### src/rtl/assert_macros.svh
// ----------------------------------------------------------------------------
// assert_macros.svh
// Small set of concurrent assertion macros shared by the rtl.
// ----------------------------------------------------------------------------
`ifndef ASSERT_MACROS_SVH
`define ASSERT_MACROS_SVH

// antecedent implies consequent in the same cycle
`define ASSERT_IMP(lbl, clk, rst_n, ante, cons) \
  lbl: assert property (@(posedge clk) disable iff (!rst_n) (ante) |-> (cons)) \
    else $error("implication check failed");

// antecedent implies consequent in the following cycle
`define ASSERT_NEXT(lbl, clk, rst_n, ante, cons) \
  lbl: assert property (@(posedge clk) disable iff (!rst_n) (ante) |=> (cons)) \
    else $error("next-cycle check failed");

`endif

### src/rtl/nsqrt_pkg.sv
// ----------------------------------------------------------------------------
// nsqrt_pkg
// Shared constants and types for the fixed-step Newton square root.
// ----------------------------------------------------------------------------
package nsqrt_pkg;

  // number format and step count
  localparam int unsigned WORD_W     = 32;
  localparam int unsigned FRAC_BITS  = 16;
  localparam int unsigned ITERATIONS = 8;

  // derived widths
  localparam int unsigned ITER_W = $clog2(ITERATIONS + 1);
  localparam int unsigned NUM_W  = WORD_W + FRAC_BITS + 1;
  localparam int unsigned DIV_W  = WORD_W + 1;
  localparam int unsigned CNT_W  = $clog2(WORD_W);

  localparam logic [WORD_W-1:0] ONE_FIXED = WORD_W'(1) << FRAC_BITS;

  // divider status seen by the sequencer
  typedef struct packed {
    logic busy;
    logic done;
  } div_status_t;

endpackage

### src/rtl/nsqrt_div.sv
// ----------------------------------------------------------------------------
// nsqrt_div
// Restoring divider, one quotient bit per cycle, WORD_W-bit quotient.
// The caller guarantees the top NUM_W-WORD_W dividend bits are below the
// divisor, so the quotient fits in WORD_W bits.
// ----------------------------------------------------------------------------
module nsqrt_div (
  input  logic                               clk_i,
  input  logic                               rst_ni,
  input  logic                               start_i,
  input  logic [nsqrt_pkg::NUM_W-1:0]        dividend_i,
  input  logic [nsqrt_pkg::DIV_W-1:0]        divisor_i,
  output nsqrt_pkg::div_status_t             status_o,
  output logic [nsqrt_pkg::WORD_W-1:0]       quotient_o
);

  localparam int unsigned HI_W = nsqrt_pkg::NUM_W - nsqrt_pkg::WORD_W;

  logic [nsqrt_pkg::DIV_W-1:0]  rem_q, rem_d;
  logic [nsqrt_pkg::WORD_W-1:0] quot_q, quot_d;
  logic [nsqrt_pkg::DIV_W-1:0]  div_q;
  logic [nsqrt_pkg::CNT_W-1:0]  cnt_q;
  logic                         busy_q;
  logic                         done_q;

  logic [nsqrt_pkg::DIV_W:0]    trial;
  logic [nsqrt_pkg::DIV_W:0]    diff;
  logic                         qbit;
  logic                         last_bit;

  // one trial subtraction per cycle
  always_comb begin
    trial  = {rem_q, quot_q[nsqrt_pkg::WORD_W-1]};
    diff   = trial - {1'b0, div_q};
    qbit   = (trial >= {1'b0, div_q});
    rem_d  = qbit ? diff[nsqrt_pkg::DIV_W-1:0] : trial[nsqrt_pkg::DIV_W-1:0];
    quot_d = {quot_q[nsqrt_pkg::WORD_W-2:0], qbit};
  end

  assign last_bit = (cnt_q == nsqrt_pkg::CNT_W'(nsqrt_pkg::WORD_W - 1));

  // payload registers
  always_ff @(posedge clk_i) begin
    if (start_i) begin
      rem_q  <= nsqrt_pkg::DIV_W'(dividend_i[nsqrt_pkg::NUM_W-1 -: HI_W]);
      quot_q <= dividend_i[nsqrt_pkg::WORD_W-1:0];
      div_q  <= divisor_i;
    end else if (busy_q) begin
      rem_q  <= rem_d;
      quot_q <= quot_d;
    end
  end

  // bit counter and status
  always_ff @(posedge clk_i or negedge rst_ni) begin
    if (!rst_ni) begin
      cnt_q  <= '0;
      busy_q <= 1'b0;
      done_q <= 1'b0;
    end else begin
      done_q <= busy_q && !start_i && last_bit;
      if (start_i) begin
        cnt_q  <= '0;
        busy_q <= 1'b1;
      end else if (busy_q) begin
        cnt_q <= cnt_q + 1'b1;
        if (last_bit) begin
          busy_q <= 1'b0;
        end
      end
    end
  end

  assign status_o.busy = busy_q;
  assign status_o.done = done_q;
  assign quotient_o    = quot_q;

endmodule

### src/rtl/newton_square_root_fixed_iterations_core.sv
// ----------------------------------------------------------------------------
// newton_square_root_fixed_iterations_core
// Unsigned fixed-point square root by up to a fixed number of Newton steps.
// ----------------------------------------------------------------------------
// channel  signals                          direction  payload
// in       in_valid_i / in_ready_o          input      radicand_i (32 bit)
// out      out_valid_o / out_ready_i        output     root_o (32 bit)
//
// each step runs the check state, then a division in the shared restoring
// divider; a result is valid after at most ITERATIONS (8) steps, and the next
// transaction can be taken in the same cycle that the result becomes valid.
// a radicand below one finishes with no division.
// in_ready_o is high whenever the sequencer is idle, even while a result
// waits in the output register; a stalled output holds the sequencer in its
// finish state. reset clears control state only.
// ----------------------------------------------------------------------------
`include "assert_macros.svh"

module newton_square_root_fixed_iterations_core (
  input  logic                         clk_i,
  input  logic                         rst_ni,
  input  logic                         in_valid_i,
  output logic                         in_ready_o,
  input  logic [nsqrt_pkg::WORD_W-1:0] radicand_i,
  output logic                         out_valid_o,
  input  logic                         out_ready_i,
  output logic [nsqrt_pkg::WORD_W-1:0] root_o
);

  typedef enum logic [1:0] {
    ST_IDLE,
    ST_CHECK,
    ST_DIV,
    ST_FINISH
  } state_e;

  state_e                          state_q;
  logic [nsqrt_pkg::WORD_W-1:0]    t_q;
  logic [nsqrt_pkg::WORD_W-1:0]    x_q;
  logic [nsqrt_pkg::ITER_W-1:0]    iter_q;
  logic                            out_valid_q;
  logic [nsqrt_pkg::WORD_W-1:0]    root_q;

  logic                            div_start;
  logic [nsqrt_pkg::NUM_W-1:0]     dividend;
  logic [nsqrt_pkg::DIV_W-1:0]     divisor;
  nsqrt_pkg::div_status_t          div_status;
  logic [nsqrt_pkg::WORD_W-1:0]    quotient;
  logic [nsqrt_pkg::WORD_W:0]      step_sum;
  logic [nsqrt_pkg::WORD_W-1:0]    step_sat;
  logic                            stop;
  logic                            in_fire;
  logic                            slot_free;

  assign in_fire   = in_valid_i && in_ready_o;
  assign slot_free = !out_valid_q || out_ready_i;

  // steps end once the estimate is below one or the count runs out
  assign stop = (t_q < nsqrt_pkg::ONE_FIXED) ||
                (iter_q == nsqrt_pkg::ITER_W'(nsqrt_pkg::ITERATIONS));

  // step operands: odd part of t plus x scaled, over 2t
  assign div_start = (state_q == ST_CHECK) && !stop;
  assign dividend  = nsqrt_pkg::NUM_W'(t_q[0] ? t_q : '0) +
                     (nsqrt_pkg::NUM_W'(x_q) << nsqrt_pkg::FRAC_BITS);
  assign divisor   = {t_q, 1'b0};

  // half of t plus quotient, saturated to the word
  assign step_sum = nsqrt_pkg::DIV_W'(t_q >> 1) + nsqrt_pkg::DIV_W'(quotient);
  assign step_sat = step_sum[nsqrt_pkg::WORD_W] ? '1 : step_sum[nsqrt_pkg::WORD_W-1:0];

  nsqrt_div u_div (
    .clk_i      (clk_i),
    .rst_ni     (rst_ni),
    .start_i    (div_start),
    .dividend_i (dividend),
    .divisor_i  (divisor),
    .status_o   (div_status),
    .quotient_o (quotient)
  );

  // sequencer and output register
  always_ff @(posedge clk_i or negedge rst_ni) begin
    if (!rst_ni) begin
      state_q     <= ST_IDLE;
      iter_q      <= '0;
      out_valid_q <= 1'b0;
    end else begin
      // output register refills from the finish state or empties on acceptance
      if ((state_q == ST_FINISH) && slot_free) begin
        out_valid_q <= 1'b1;
      end else if (out_valid_q && out_ready_i) begin
        out_valid_q <= 1'b0;
      end
      case (state_q)
        ST_IDLE: begin
          if (in_fire) begin
            iter_q  <= '0;
            state_q <= ST_CHECK;
          end
        end
        ST_CHECK: begin
          if (stop) begin
            state_q <= ST_FINISH;
          end else begin
            state_q <= ST_DIV;
          end
        end
        ST_DIV: begin
          if (div_status.done) begin
            iter_q  <= iter_q + 1'b1;
            state_q <= ST_CHECK;
          end
        end
        ST_FINISH: begin
          if (slot_free) begin
            state_q <= ST_IDLE;
          end
        end
        default: begin
          state_q <= ST_IDLE;
        end
      endcase
    end
  end

  // datapath registers
  always_ff @(posedge clk_i) begin
    if (in_fire) begin
      x_q <= radicand_i;
      t_q <= radicand_i;
    end else if ((state_q == ST_DIV) && div_status.done) begin
      t_q <= step_sat;
    end
    if ((state_q == ST_FINISH) && slot_free) begin
      root_q <= t_q;
    end
  end

  assign in_ready_o  = (state_q == ST_IDLE);
  assign out_valid_o = out_valid_q;
  assign root_o      = root_q;

  // checks
  `ASSERT_NEXT(a_busy_after_accept, clk_i, rst_ni, in_fire, !in_ready_o)
  `ASSERT_IMP(a_iter_bound, clk_i, rst_ni, 1'b1,
              iter_q <= nsqrt_pkg::ITER_W'(nsqrt_pkg::ITERATIONS))
  `ASSERT_IMP(a_div_only_in_div, clk_i, rst_ni, div_status.busy || div_status.done,
              state_q == ST_DIV)
  `ASSERT_NEXT(a_start_needs_one, clk_i, rst_ni, div_start, div_status.busy)

endmodule
### config.mk
export PLATFORM = sky130hd
export DESIGN_NAME = newton_square_root_fixed_iterations_core
export DESIGN_NICKNAME = d
export VERILOG_FILES = /design/src/rtl/nsqrt_pkg.sv /design/src/rtl/nsqrt_div.sv /design/src/rtl/newton_square_root_fixed_iterations_core.sv
export VERILOG_INCLUDE_DIRS = /design/src /design/src/rtl
export SDC_FILE = /design/constraint.sdc
export NUM_CORES = 1
export LEC_CHECK = 0
export BUFFER_PORTS_ARGS = -buffer_cell sky130_fd_sc_hd__buf_4
export CAP_MARGIN = 20
export CORE_MARGIN = 4
export CORE_UTILIZATION = 55
export CTS_CLUSTER_DIAMETER = 150
export DETAILED_ROUTE_END_ITERATION = 8
export GPL_TIMING_DRIVEN = 0
export PLACE_DENSITY = 0.73
export REMOVE_ABC_BUFFERS = 1
export SETUP_SLACK_MARGIN = 0.05
export SLEW_MARGIN = 20
export SYNTH_ARGS = -nofsm -noshare
export SYNTH_HDL_FRONTEND = slang
export SYNTH_HIERARCHICAL = 1
export SYNTH_SLANG_ARGS = --single-unit
### constraint.sdc
create_clock -name clk_i -period 6.05 [get_ports clk_i]
set_clock_uncertainty 0.05 [all_clocks]
set_input_delay 0.605 -clock clk_i [delete_from_list [all_inputs] [get_ports clk_i]]
set_output_delay 0.605 -clock clk_i [all_outputs]
set_load 0.05 [all_outputs]
==> results.md <==
* Result of the run: finished, final reports clean
* Crit Path Max Fanout at 34
* Initial antenna violation count at 0
* Die area at 25750 um^2
* Num ports at 70
* Count of yosys warnings during synthesis at 6
* Worst Hold Class: input port to flip-flop
* Count of final setup violators at 0
* Fin. max-slew vios at 0
* Total routing usage reported by global routing at 23.56%
* RSZ-0062 raised after global routing: false
* Violation count after the first detailed-routing iteration at 906
* Worst Tran Pin Value at 0.9826 ns
* Time the final worst path needs with I/O delays and setup at 4.184 ns
* Maximum number of pins on one net before global-route repair at 50
* Netlist area before placement at 12790 um^2
* Relative slew slack at 34.49%
* Busiest metal layer after global routing: met2
* Critical Path Sink Type: flip-flop
* Global placement routability congestion at 0.9108
* TritonRoute pass-1 iters at 5
* Insertion delay to the later sink of the worst-skew pair at 0.52 ns
* Vias/cell at 5.931
* Root buf cell: clkbuf_16
* Required time of the critical path at 6.26 ns
* M3 GR Usage at 2.540%
* Maximum level of the CTS H-tree at 1
* Wire length of the first global-routing pass at 48760 um
* Ratio of cells with drive above 1 in the final layout at 14.66%
* Post-Synthesis Mean Instance Area at 10.52 um^2
* Most common cell after layout, fill and taps aside: edfxtp_1
* Register clock-pin slew on the reported worst setup and hold paths at 0.06 ns
* F_max at 239.0 MHz
* Sum of routed wire length over all layers at 31270 um
* Post-route clock period utilization at 69.15%
* Wirelength per Cell at 19.52 um
* Number of instances in the synthesized netlist at 1216
* Global-route track usage on met2 at 41.27%
* Residual DRC count at 0
* Height of the chip at 160.5 um
* IO Port Bufs at 69
* Critical path startpoint category: flip-flop
* Via count of the first global-routing pass at 9148
* Placed wire-length estimate at 23290 um
* Number of routed nets with antenna violations at 0
* Final Core Density at 63.19%
* Top library cells by usage in the layout, fill and taps aside: edfxtp_1 (178), nor2_1 (104), nand2_1 (102)
* Area growth from synthesis to layout at 12.55%
* Width of the die at 160.5 um
* TritonCTS clock tree: yes
* Clock Sinks at 208
* Core region area at 22780 um^2
* Number of hold violations in the final report at 0
* Critical path start-end classification: flip-flop to flip-flop
* Number of nets in the layout at 1395
* Critical Path AT at 4.39 ns
* Post-CTS setup-driven buffer insertion count at 0
* Filler Cells Inserted at 1818
* Met1 usage at 31.81%
* Via count of the routed design at 9501
* Clock buffers created by TritonCTS at 23
* Std-Cell Rows at 55
* Initial core utilization at 56.14%
* Residual overflow from global routing at 0
* Maximum number of buffers from clock root to sink at 3
* Total of max-cap violations at 0
* Number of antenna repair diodes at 0
[final cells by class]
| class | instances | area [um^2] | area share [%] |
|---|---|---|---|
| flip-flops and latches | 208 | 6017 | 41.81 |
| clock inverters | 14 | 106.4 | 0.7389 |
| inverters | 57 | 216.5 | 1.504 |
| multi-input cells | 904 | 6339 | 44.04 |
| well taps | 313 | 391.6 | 2.721 |
| repair buffers | 78 | 718.2 | 4.990 |
| clock buffers | 28 | 604.3 | 4.199 |
[through the flow]
| step | cells | TNS [ns] | area (um^2) | worst slack (ns) | hold slack [ns] |
|---|---|---|---|---|---|
| after detailed placement | 1559 | 0 | 13670 | 1.913 | 0.4124 |
| after floorplan | 1169 | -65.10 | 12540 | -1.237 | 0.2594 |
| after global routing | 1602 | 0 | 14390 | 1.718 | 0.2059 |
| after global placement | 1551 | -469.15 | 13450 | -4.626 | 0.4070 |
| final | 1602 | 0 | 14390 | 1.866 | 0.2240 |
| after CTS | 1602 | 0 | 14390 | 1.889 | 0.2042 |
[registers in the layout (all words and copies together), names as in the netlist]
name              flops
t_q                  32
out_valid_o           1
u_div/done_q          1
iter_q                4
state_q               2
root_o               32
u_div/busy_q          1
u_div/quotient_o     32
u_div/rem_q          33
x_q                  32
u_div/div_q          33
u_div/cnt_q           5
[path summary, 6_finish.rpt]
path	start	to	slack (ns)	cells past startpoint
max in group asynchronous	rst_ni	u_div/busy_q	5.32	2
min reg2reg	u_div/rem_q[25]	u_div/rem_q[25]	0.42	2
max reg2reg	t_q[0]	u_div/rem_q[16]	1.87	11
min in group asynchronous	rst_ni	u_div/cnt_q[2]	0.43	2
min	radicand_i[12]	x_q[12]	0.22	1
max	t_q[0]	u_div/rem_q[16]	1.87	11
[routing by layer]
| metal | vias up | part of all wire [%] |
|---|---|---|
| met2 | 292 | 49 |
| met4 | 0 | 2.2 |
| li1 | 4592 | - |
| met1 | 4571 | 44 |
| met5 | - | 0 |
| met3 | 46 | 4.7 |
[critical path, stage by stage, from the launching register on]
cell	delay, ns
edfxtp_1	0.79
and2_1	0.32
ha_1	0.21
fa_1	0.43
a211oi_1	0.28
nor2_1	0.12
or3_1	0.33
a21oi_1	0.35
o311a_1	0.38
nor2_1	0.17
and4_1	0.23
mux2_2	0.25
[what timing repair did]
item,4_1_cts,5_1_grt
hold endpoints to repair,14,0
endpoints found under the setup margin,0,0
hold buffers,1,0
resized for setup,0,0
Power is left out: the tool's default activity adds up to more than one toggle a clock period on the data nets, which glitch-free logic cannot reach.
